## config.mk

```make
export PLATFORM = sky130hd
export DESIGN_NAME = modbus_rtu_loadcell_responder_flat
export DESIGN_NICKNAME = d
export VERILOG_FILES = /design/src/rtl/mrlr_pkg.sv /design/src/rtl/mrlr_rx_if.sv /design/src/rtl/mrlr_tx_if.sv /design/src/rtl/modbus_rtu_loadcell_responder.sv /design/src/flat_wrapper.sv
export SDC_FILE = /design/constraint.sdc
export NUM_CORES = 1
export LEC_CHECK = 0
export BUFFER_PORTS_ARGS = -buffer_cell sky130_fd_sc_hd__clkbuf_2
export CAP_MARGIN = 20
export CORE_ASPECT_RATIO = 0.8
export CORE_MARGIN = 4
export CORE_UTILIZATION = 53
export DETAILED_ROUTE_END_ITERATION = 7
export HOLD_SLACK_MARGIN = 0.15
export PLACE_DENSITY = 0.8
export SKIP_CTS_REPAIR_TIMING = 1
export SYNTH_ARGS = -nofsm -noshare
export SYNTH_HDL_FRONTEND = slang
export SYNTH_SLANG_ARGS = --single-unit
```

## constraint.sdc

```tcl
create_clock -name clk -period 5.82 [get_ports clk]
set_clock_uncertainty 0.15 [all_clocks]
set_input_delay 0.582 -clock clk [delete_from_list [all_inputs] [get_ports clk]]
set_output_delay 0.582 -clock clk [all_outputs]
set_load 0.05 [all_outputs]
```

## src/rtl/mrlr_pkg.sv

```systemverilog
package mrlr_pkg;

	// CRC-16 as used on the serial line: reflected polynomial, all-ones seed
	localparam logic [15:0] CRC_INIT = 16'hFFFF;
	localparam logic [15:0] CRC_POLY = 16'hA001;

	// Slave ID that every unit answers to
	localparam logic [7:0] BCAST_ID = 8'hFF;

	// Function codes
	localparam logic [7:0] FN_READ_HOLDING = 8'h03;
	localparam logic [7:0] FN_WRITE_MULTI  = 8'h10;

	// Register addresses that get an answer
	localparam logic [15:0] REG_WEIGHT  = 16'h0001;
	localparam logic [15:0] REG_CAL     = 16'h0009;
	localparam logic [15:0] REG_ID_RATE = 16'h000B;
	localparam logic [15:0] REG_ZERO    = 16'h000D;
	localparam logic [15:0] REG_TARE    = 16'h000F;

	// Byte count field of the weight read answer
	localparam logic [7:0] READ_BYTE_COUNT = 8'h04;

	// Longest canned message before the CRC
	localparam int MSG_MAX = 7;

	// Configuration register indexes
	typedef enum logic [1:0] {
		CFG_DEVICE_ADDRESS = 2'd0,
		CFG_WEIGHT_STEP    = 2'd1,
		CFG_ID_RATE_VALUE  = 2'd2
	} cfg_index_t;

	// Fold one byte into a running CRC, LSB first
	function automatic logic [15:0] crc16_byte(input logic [15:0] crc, input logic [7:0] b);
		logic [15:0] c;
		c = crc ^ {8'h00, b};
		for (int k = 0; k < 8; k++) begin
			if (c[0]) begin
				c = (c >> 1) ^ CRC_POLY;
			end else begin
				c = c >> 1;
			end
		end
		return c;
	endfunction

endpackage

```

## src/rtl/mrlr_rx_if.sv

```systemverilog
interface mrlr_rx_if;
	logic       valid;
	logic       ready;
	logic [7:0] rx_byte;
	logic       frame_end;

	modport source (output valid, output rx_byte, output frame_end, input ready);
	modport sink (input valid, input rx_byte, input frame_end, output ready);
endinterface

```

## src/rtl/mrlr_tx_if.sv

```systemverilog
interface mrlr_tx_if;
	logic       valid;
	logic       ready;
	logic [7:0] tx_byte;
	logic       last_byte;

	modport source (output valid, output tx_byte, output last_byte, input ready);
	modport sink (input valid, input tx_byte, input last_byte, output ready);
endinterface

```

## src/rtl/modbus_rtu_loadcell_responder.sv

```systemverilog
// Modbus RTU slave for an emulated load cell. Received bytes enter on rx, one per
// transaction, with frame_end on the last byte; a frame also closes by itself at
// FRAME_MAX bytes. Frames that are short, addressed elsewhere or fail the CRC are
// dropped silently. Accepted requests for a known function and register produce a
// canned answer (8 or 9 bytes, CRC low byte first) on tx, last_byte on the final
// byte. The frame check and the answer selection are done in the same cycle as the
// closing byte is taken. The answer is sent one byte per cycle while tx is ready, from
// a message buffer, its CRC folded in byte by byte as it goes out. While an answer
// is still in the buffer, mid-frame bytes keep being taken, but a byte that would
// close another frame waits until the last answer byte has moved to the output
// register. Configuration is written through cfg_we / cfg_index / cfg_data.
module modbus_rtu_loadcell_responder
	import mrlr_pkg::*;
#(
	parameter int FRAME_MAX = 64
) (
	input  logic             clk,
	input  logic             arst_n,
	input  logic             cfg_we,
	input  logic [1:0]       cfg_index,
	input  logic [15:0]      cfg_data,
	mrlr_rx_if.sink          rx,
	mrlr_tx_if.source        tx
);

	localparam int CNT_W = $clog2(FRAME_MAX + 1);

	// Configuration registers
	logic [7:0]  device_address_q;
	logic [15:0] weight_step_q;
	logic [7:0]  id_rate_value_q;

	// Frame state
	logic [CNT_W-1:0] byte_count_q;
	logic [7:0]       header_q [4];
	logic [15:0]      crc_q;
	logic [15:0]      tail_q;
	logic [15:0]      weight_q;

	// Answer buffer and sender
	logic [7:0]  msg_q [MSG_MAX];
	logic [2:0]  msg_len_q;
	logic [3:0]  idx_q;
	logic        busy_q;
	logic [15:0] tx_crc_q;
	logic        out_valid_q;
	logic [7:0]  out_byte_q;
	logic        out_last_q;

	// Input side combinational signals
	logic             in_take;
	logic [CNT_W-1:0] count_inc;
	logic             closes;
	logic [7:0]       hdr_n [4];
	logic [15:0]      crc_n;
	logic [15:0]      rx_crc;
	logic             frame_ok;
	logic [15:0]      req_reg;
	logic [7:0]       msg_n [MSG_MAX];
	logic [2:0]       len_n;
	logic             answer;
	logic             weight_read;

	// Sender combinational signals
	logic       load;
	logic [7:0] next_byte;
	logic       next_last;
	logic       next_is_msg;

	// Frame bookkeeping for the byte on the input
	assign count_inc = byte_count_q + 1'b1;
	assign closes    = rx.frame_end || (count_inc >= CNT_W'(FRAME_MAX));

	// Hold back a closing byte while an answer is still queued
	assign rx.ready = !(busy_q && closes);
	assign in_take  = rx.valid && rx.ready;

	always_comb begin
		for (int i = 0; i < 4; i++) begin
			hdr_n[i] = header_q[i];
		end
		if (byte_count_q < CNT_W'(4)) begin
			hdr_n[byte_count_q[1:0]] = rx.rx_byte;
		end
	end

	// CRC runs two bytes behind: the byte leaving the tail window is folded in
	assign crc_n = (byte_count_q >= CNT_W'(2)) ? crc16_byte(crc_q, tail_q[15:8]) : crc_q;
	assign rx_crc = {rx.rx_byte, tail_q[7:0]};

	assign frame_ok = (count_inc >= CNT_W'(4))
		&& ((hdr_n[0] == device_address_q) || (hdr_n[0] == BCAST_ID))
		&& (crc_n == rx_crc);

	assign req_reg = {hdr_n[2], hdr_n[3]};

	// Select the canned answer
	always_comb begin
		answer      = 1'b0;
		weight_read = 1'b0;
		len_n       = 3'd6;
		msg_n[0]    = device_address_q;
		msg_n[1]    = FN_WRITE_MULTI;
		msg_n[2]    = 8'h00;
		msg_n[3]    = 8'h00;
		msg_n[4]    = 8'h00;
		msg_n[5]    = 8'h02;
		msg_n[6]    = 8'h00;
		if (hdr_n[1] == FN_READ_HOLDING) begin
			if (req_reg == REG_WEIGHT) begin
				answer      = 1'b1;
				weight_read = 1'b1;
				len_n       = 3'd7;
				msg_n[1]    = FN_READ_HOLDING;
				msg_n[2]    = READ_BYTE_COUNT;
				msg_n[3]    = 8'h01;
				msg_n[4]    = 8'h30;
				msg_n[5]    = weight_q[15:8];
				msg_n[6]    = weight_q[7:0];
			end
		end else if (hdr_n[1] == FN_WRITE_MULTI) begin
			case (req_reg)
				REG_WEIGHT: begin
					answer   = 1'b1;
					msg_n[3] = 8'h01;
				end
				REG_CAL: begin
					answer   = 1'b1;
					msg_n[3] = 8'h09;
				end
				REG_ID_RATE: begin
					answer   = 1'b1;
					len_n    = 3'd7;
					msg_n[2] = 8'h04;
					msg_n[3] = 8'h0F;
					msg_n[5] = 8'h00;
					msg_n[6] = id_rate_value_q;
				end
				REG_ZERO, REG_TARE: begin
					answer   = 1'b1;
					msg_n[3] = 8'h0F;
				end
				default: begin
					answer = 1'b0;
				end
			endcase
		end
	end

	// Configuration writes
	always_ff @(posedge clk or negedge arst_n) begin
		if (!arst_n) begin
			device_address_q <= 8'd1;
			weight_step_q    <= 16'd1000;
			id_rate_value_q  <= 8'd0;
		end else if (cfg_we) begin
			case (cfg_index)
				CFG_DEVICE_ADDRESS: device_address_q <= cfg_data[7:0];
				CFG_WEIGHT_STEP:    weight_step_q    <= cfg_data;
				CFG_ID_RATE_VALUE:  id_rate_value_q  <= cfg_data[7:0];
				default: begin
				end
			endcase
		end
	end

	// Advance the frame state; clear it when a frame closes
	always_ff @(posedge clk or negedge arst_n) begin
		if (!arst_n) begin
			byte_count_q <= '0;
			crc_q        <= CRC_INIT;
			tail_q       <= '0;
			weight_q     <= '0;
			for (int i = 0; i < 4; i++) begin
				header_q[i] <= '0;
			end
		end else if (in_take) begin
			if (closes) begin
				byte_count_q <= '0;
				crc_q        <= CRC_INIT;
				tail_q       <= '0;
				for (int i = 0; i < 4; i++) begin
					header_q[i] <= '0;
				end
				if (frame_ok && answer && weight_read) begin
					weight_q <= weight_q + weight_step_q;
				end
			end else begin
				byte_count_q <= count_inc;
				crc_q        <= crc_n;
				tail_q       <= {tail_q[7:0], rx.rx_byte};
				for (int i = 0; i < 4; i++) begin
					header_q[i] <= hdr_n[i];
				end
			end
		end
	end

	// Pick the next byte to send: message, then CRC low, then CRC high
	assign next_is_msg = idx_q < {1'b0, msg_len_q};
	always_comb begin
		next_last = 1'b0;
		if (next_is_msg) begin
			next_byte = msg_q[idx_q[2:0]];
		end else if (idx_q == {1'b0, msg_len_q}) begin
			next_byte = tx_crc_q[7:0];
		end else begin
			next_byte = tx_crc_q[15:8];
			next_last = 1'b1;
		end
	end

	assign load = busy_q && (!out_valid_q || tx.ready);

	// Answer buffer: fill on an accepted frame, drain one byte per load
	always_ff @(posedge clk or negedge arst_n) begin
		if (!arst_n) begin
			busy_q   <= 1'b0;
			idx_q    <= '0;
			tx_crc_q <= CRC_INIT;
		end else if (in_take && closes && frame_ok && answer) begin
			busy_q   <= 1'b1;
			idx_q    <= '0;
			tx_crc_q <= CRC_INIT;
		end else if (load) begin
			idx_q <= idx_q + 1'b1;
			if (next_is_msg) begin
				tx_crc_q <= crc16_byte(tx_crc_q, next_byte);
			end
			if (next_last) begin
				busy_q <= 1'b0;
			end
		end
	end

	// Message payload
	always_ff @(posedge clk) begin
		if (in_take && closes && frame_ok && answer) begin
			msg_len_q <= len_n;
			for (int i = 0; i < MSG_MAX; i++) begin
				msg_q[i] <= msg_n[i];
			end
		end
	end

	// Output register
	always_ff @(posedge clk or negedge arst_n) begin
		if (!arst_n) begin
			out_valid_q <= 1'b0;
		end else if (load) begin
			out_valid_q <= 1'b1;
		end else if (tx.ready) begin
			out_valid_q <= 1'b0;
		end
	end

	always_ff @(posedge clk) begin
		if (load) begin
			out_byte_q <= next_byte;
			out_last_q <= next_last;
		end
	end

	assign tx.valid     = out_valid_q;
	assign tx.tx_byte   = out_byte_q;
	assign tx.last_byte = out_last_q;

endmodule
```

## src/flat_wrapper.sv

```systemverilog
// flat-port wrapper written by rule: the top's interface ports become plain ports
module modbus_rtu_loadcell_responder_flat import mrlr_pkg::*;
#(
	parameter int FRAME_MAX = 64
)
  (clk, arst_n, cfg_we, cfg_index, cfg_data, rx_valid, rx_rx_byte, rx_frame_end, rx_ready, tx_valid, tx_tx_byte, tx_last_byte, tx_ready);
  mrlr_rx_if rx_i ();
  mrlr_tx_if tx_i ();
  input  logic clk;
  input  logic arst_n;
  input  logic cfg_we;
  input  logic [1:0] cfg_index;
  input  logic [15:0] cfg_data;
  input wire logic [$bits(rx_i.valid)-1:0] rx_valid;
  input wire logic [$bits(rx_i.rx_byte)-1:0] rx_rx_byte;
  input wire logic [$bits(rx_i.frame_end)-1:0] rx_frame_end;
  output wire logic [$bits(rx_i.ready)-1:0] rx_ready;
  output wire logic [$bits(tx_i.valid)-1:0] tx_valid;
  output wire logic [$bits(tx_i.tx_byte)-1:0] tx_tx_byte;
  output wire logic [$bits(tx_i.last_byte)-1:0] tx_last_byte;
  input wire logic [$bits(tx_i.ready)-1:0] tx_ready;
  assign rx_i.valid = rx_valid;
  assign rx_i.rx_byte = rx_rx_byte;
  assign rx_i.frame_end = rx_frame_end;
  assign rx_ready = rx_i.ready;
  assign tx_valid = tx_i.valid;
  assign tx_tx_byte = tx_i.tx_byte;
  assign tx_last_byte = tx_i.last_byte;
  assign tx_i.ready = tx_ready;
  modbus_rtu_loadcell_responder #(.FRAME_MAX(FRAME_MAX)) u_core (.clk(clk), .arst_n(arst_n), .cfg_we(cfg_we), .cfg_index(cfg_index), .cfg_data(cfg_data), .rx(rx_i), .tx(tx_i));
endmodule
```

==> flow_metrics.tcl <==
set metrics [dict create \
    initial_utilization 0.5412 \
    synth.distinct_cells 79 \
    critical_path.startpoint_type "flop" \
    drt-wirelength-per-cell_um 19.00 \
    finalPower_mw 3.210 \
    die-height_um 130.0 \
    final.period_utilization 0.7443 \
    sw_frac_of_total 0.2912 \
    post_synth_arst_share 0.7790 \
    yosys.cell_count.top_type "sky130_fd_sc_hd__dfrtp_1" \
    antenna_cells_inserted 0 \
    fmax_mhz 230.8 \
    cp_cell_sequence "nor2_1, nand2_1, mux2i_1, xor2_1, nand4_1, nor4_1, nand3b_1, nor4_1, and2_1, buf_4" \
    synth.largest_area_cell "sky130_fd_sc_hd__dfrtp_1" \
    grt_start_max_net_pins 76 \
    timing.reg2reg.worst_path_depth 10 \
    post_route_wl_mm 22.74 \
    syn_area_per_cell_um2 10.92 \
    ys_dominant_reg_cell "sky130_fd_sc_hd__dfrtp_1" \
    cell_with_the_largest_stage_delay_on_the_worst_path "sky130_fd_sc_hd__nand2_1" \
    postSynthNetCount 957 \
    postSynthRegisterBits 181 \
    worst_endpoint_data_arrival_time_ns 4.29 \
    min_delay_path_depth 2 \
    layout-drive-gt1-share 0.1981 \
    finalSetupViolations 0 \
    cts.sinks 181 \
    drtIter0Drc 739 \
    growth_of_design_area_from_synthesis_to_finish_pct 10.15 \
    p_seq_frac 0.458 \
    number_of_global_route_vias_before_repair 7136 \
    overflow 0 \
    fin_nets 985 \
    timing.hold.worst_endpoint "u_core.weight_step_q[12]" \
    fp-row-count 44 \
    place.detailed.hpwl_mm 15.59 \
    clk_path_buf_depth 2 \
    portBuffers 42 \
    drt_pre_antenna_iters 5 \
    slew-limit-headroom 0.3518 \
    grtUsageTotal 0.2240 \
    max_cap_violations 0 \
    floorplan.die_area_um2 20870 \
    chipWidth_um 160.5 \
    cts_inserted_buffers 17 \
    setup_tns_ns 0 \
    maxSlewViolCount 0 \
    drc 0 \
    crit_path_end_kind "flop" \
    fillCellCount 1478 \
    core_area_um2 18220 \
    worstReg2RegEnd "u_core.msg_q[6][4]" \
    synth-warning-count 0 \
    power.net_switching_mw 0.9347 \
    num_vias 7252 \
    largest_fanout_on_the_critical_path 31 \
    design.portCount 43 \
    edff_count_synth 40 \
    p_leak_nw 4.583 \
    timing.final.hold_violations 0 \
    post_synth_instance_area_um2 9862 \
    most_numerous_cell_on_the_critical_path "sky130_fd_sc_hd__nor4_1" \
    power_frac_clock 0.357 \
    ys_top_cells_by_area "sky130_fd_sc_hd__dfrtp_1 (26%), sky130_fd_sc_hd__edfxtp_1 (12%), sky130_fd_sc_hd__dfstp_2 (10%)" \
    cell_internal_pwr_mw 2.275 \
    path_clk_slew_ns 0.07 \
    status "finished, final reports clean" \
    grt_first_pass_wirelength_mm 37.30 \
    pre_cts_slack_ns 1.523 \
    final.hold.worst_slack_ns 0.2203 \
    ff2ff_setup_slack_ns 1.49 \
    synth_sequential_area_ratio 0.4845 \
    cp_top_family "simple AND/OR/NAND/NOR gates" \
    vdd_drop_max_mv 0.2180 \
    timing_worst_setup_path_type "reg -> reg" \
    final_period_minus_worst_setup_slack_ns 4.332 \
    syn-instance-count 903 \
    holdCritStartpoint "cfg_data[12]" \
    cp.required_ns 5.77 \
    cts_root_buf "sky130_fd_sc_hd__clkbuf_16" \
    cts_tree "yes" \
    critical_path_buf_inv_count 1 \
    worst_skew_pair.late_latency_ns 0.44 \
    gp_routability_congestion 0.8821 \
    postLayoutSetupSlackWorst_ns 1.488 \
    synth_largest_type_area_fraction 0.2588 \
    rsz0062_at_grt "false" \
    ctsHtreeMaxLevel 4 \
    combPwrFrac 0.185 \
    cellPowerDensity_nw_per_um2 295.5 \
    max_slew.worst_pin.slew_ns 0.9670 \
    antenna_found_initial 0 \
    critical-path-max-stage-delay_ns 0.60 \
    vias_per_cell 6.058 \
    worst_hold_path_type "in -> reg" \
    synth_common_cells "sky130_fd_sc_hd__dfrtp_1 (102), sky130_fd_sc_hd__nor2_1 (68), sky130_fd_sc_hd__a22o_1 (53), sky130_fd_sc_hd__nand2_1 (53), sky130_fd_sc_hd__o21ai_0 (45)" \
    crit-reg2reg-launch "u_core.byte_count_q[4]" \
    antenna_left 0 \
]
==> logic make-up after synthesis <==
group / synth area share
adder cells (fa/ha/maj): 0.02867
XOR/XNOR: 0.07245
buffers and inverters: 0.03159
AND/OR/NAND/NOR: 0.1305
flip-flops: 0.4845
multiplexers: 0.07701
AO/OA/AOI/OAI: 0.1752
==> cells in the final DEF, fill, tap and decap left out, types with 21 or more instances in the layout <==
master | netlist | final
sky130_fd_sc_hd__dfrtp_1 | 102 | 102
sky130_fd_sc_hd__nor2_1 | 68 | 68
sky130_fd_sc_hd__nand2_1 | 53 | 53
sky130_fd_sc_hd__a22o_1 | 53 | 53
sky130_fd_sc_hd__o21ai_0 | 45 | 45
sky130_fd_sc_hd__mux2_2 | 44 | 44
sky130_fd_sc_hd__clkbuf_2 | 0 | 41
sky130_fd_sc_hd__a21oi_1 | 40 | 40
sky130_fd_sc_hd__edfxtp_1 | 40 | 40
sky130_fd_sc_hd__dfstp_2 | 39 | 39
sky130_fd_sc_hd__xnor2_1 | 38 | 38
sky130_fd_sc_hd__inv_1 | 31 | 31
sky130_fd_sc_hd__xor2_1 | 26 | 26
sky130_fd_sc_hd__mux2i_1 | 23 | 23
sky130_fd_sc_hd__ha_1 | 21 | 21
==> power groups by stage <==
stage / Clock (mW) / Sequential, mW / Combinational [mW]
after floorplan: 0 / 1.47 / 0.453
after detailed placement: 0 / 1.49 / 0.580
after CTS: 1.15 / 1.47 / 0.588
after global placement: 0 / 1.49 / 0.564
final: 1.14 / 1.47 / 0.594
after global routing: 1.22 / 1.48 / 0.655
==> layout make-up <==
class / count / area (µm²) / share of cell area
tap: 253 / 316.6 / 0.02914
timing repair buffer: 50 / 279.0 / 0.02569
inverter: 33 / 123.9 / 0.01140
clock buffer: 19 / 442.9 / 0.04077
multi-input combinational: 648 / 4786 / 0.4406
sequential: 181 / 4778 / 0.4399
clock inverter: 13 / 136.4 / 0.01255
==> registers in the layout, summed over array words and instances, names as in the netlist, 4 cells and up <==
name / cells
u_core.header_q: 32
u_core.msg_q: 30
u_core.crc_q: 16
u_core.tail_q: 16
u_core.tx_crc_q: 16
u_core.weight_q: 16
u_core.weight_step_q: 16
u_core.device_address_q: 8
u_core.id_rate_value_q: 8
u_core.tx.tx_byte: 8
u_core.byte_count_q: 7
u_core.idx_q: 4
==> layer usage <==
metal  up-vias  track usage  wire length, µm  part of all wire
li1       3400            -                -                 -
met2       285       0.3346             9990              0.44
met4         0      0.06272              249             0.011
met1      3537       0.3289            10840              0.48
met5         -            0                0                 0
met3        30      0.05494             1659             0.073
==> worst max-delay path by stage <==
stage | startpoint | to | slack, ns | depth (start not counted)
after floorplan | u_core.byte_count_q[1] | u_core.msg_len_q[0] | 1.13 | 10
after global placement | u_core.byte_count_q[4] | u_core.msg_q[5][5] | 1.63 | 10
after detailed placement | u_core.byte_count_q[4] | u_core.msg_q[6][6] | 1.52 | 10
after CTS | u_core.byte_count_q[4] | u_core.msg_q[3][3] | 1.50 | 10
after global routing | u_core.byte_count_q[5] | u_core.msg_q[0][4] | 1.19 | 10
final | u_core.byte_count_q[4] | u_core.msg_q[6][4] | 1.49 | 10
==> metrics by stage <==
| stage | std cells | util | area [µm²] |
|---|---|---|---|
| 2_1_floorplan | 903 | - | 9862 |
| 4_1_cts | 1196 | 0.5956 | 10850 |
| 6_report | 1197 | 0.5961 | 10860 |
| 5_1_grt | 1197 | 0.5961 | 10860 |
| 3_5_place_dp | 1164 | 0.5638 | 10270 |
| 3_3_place_gp | 1164 | 0.5638 | 10270 |
No activity file was read; power rests on OpenSTA's default activity.
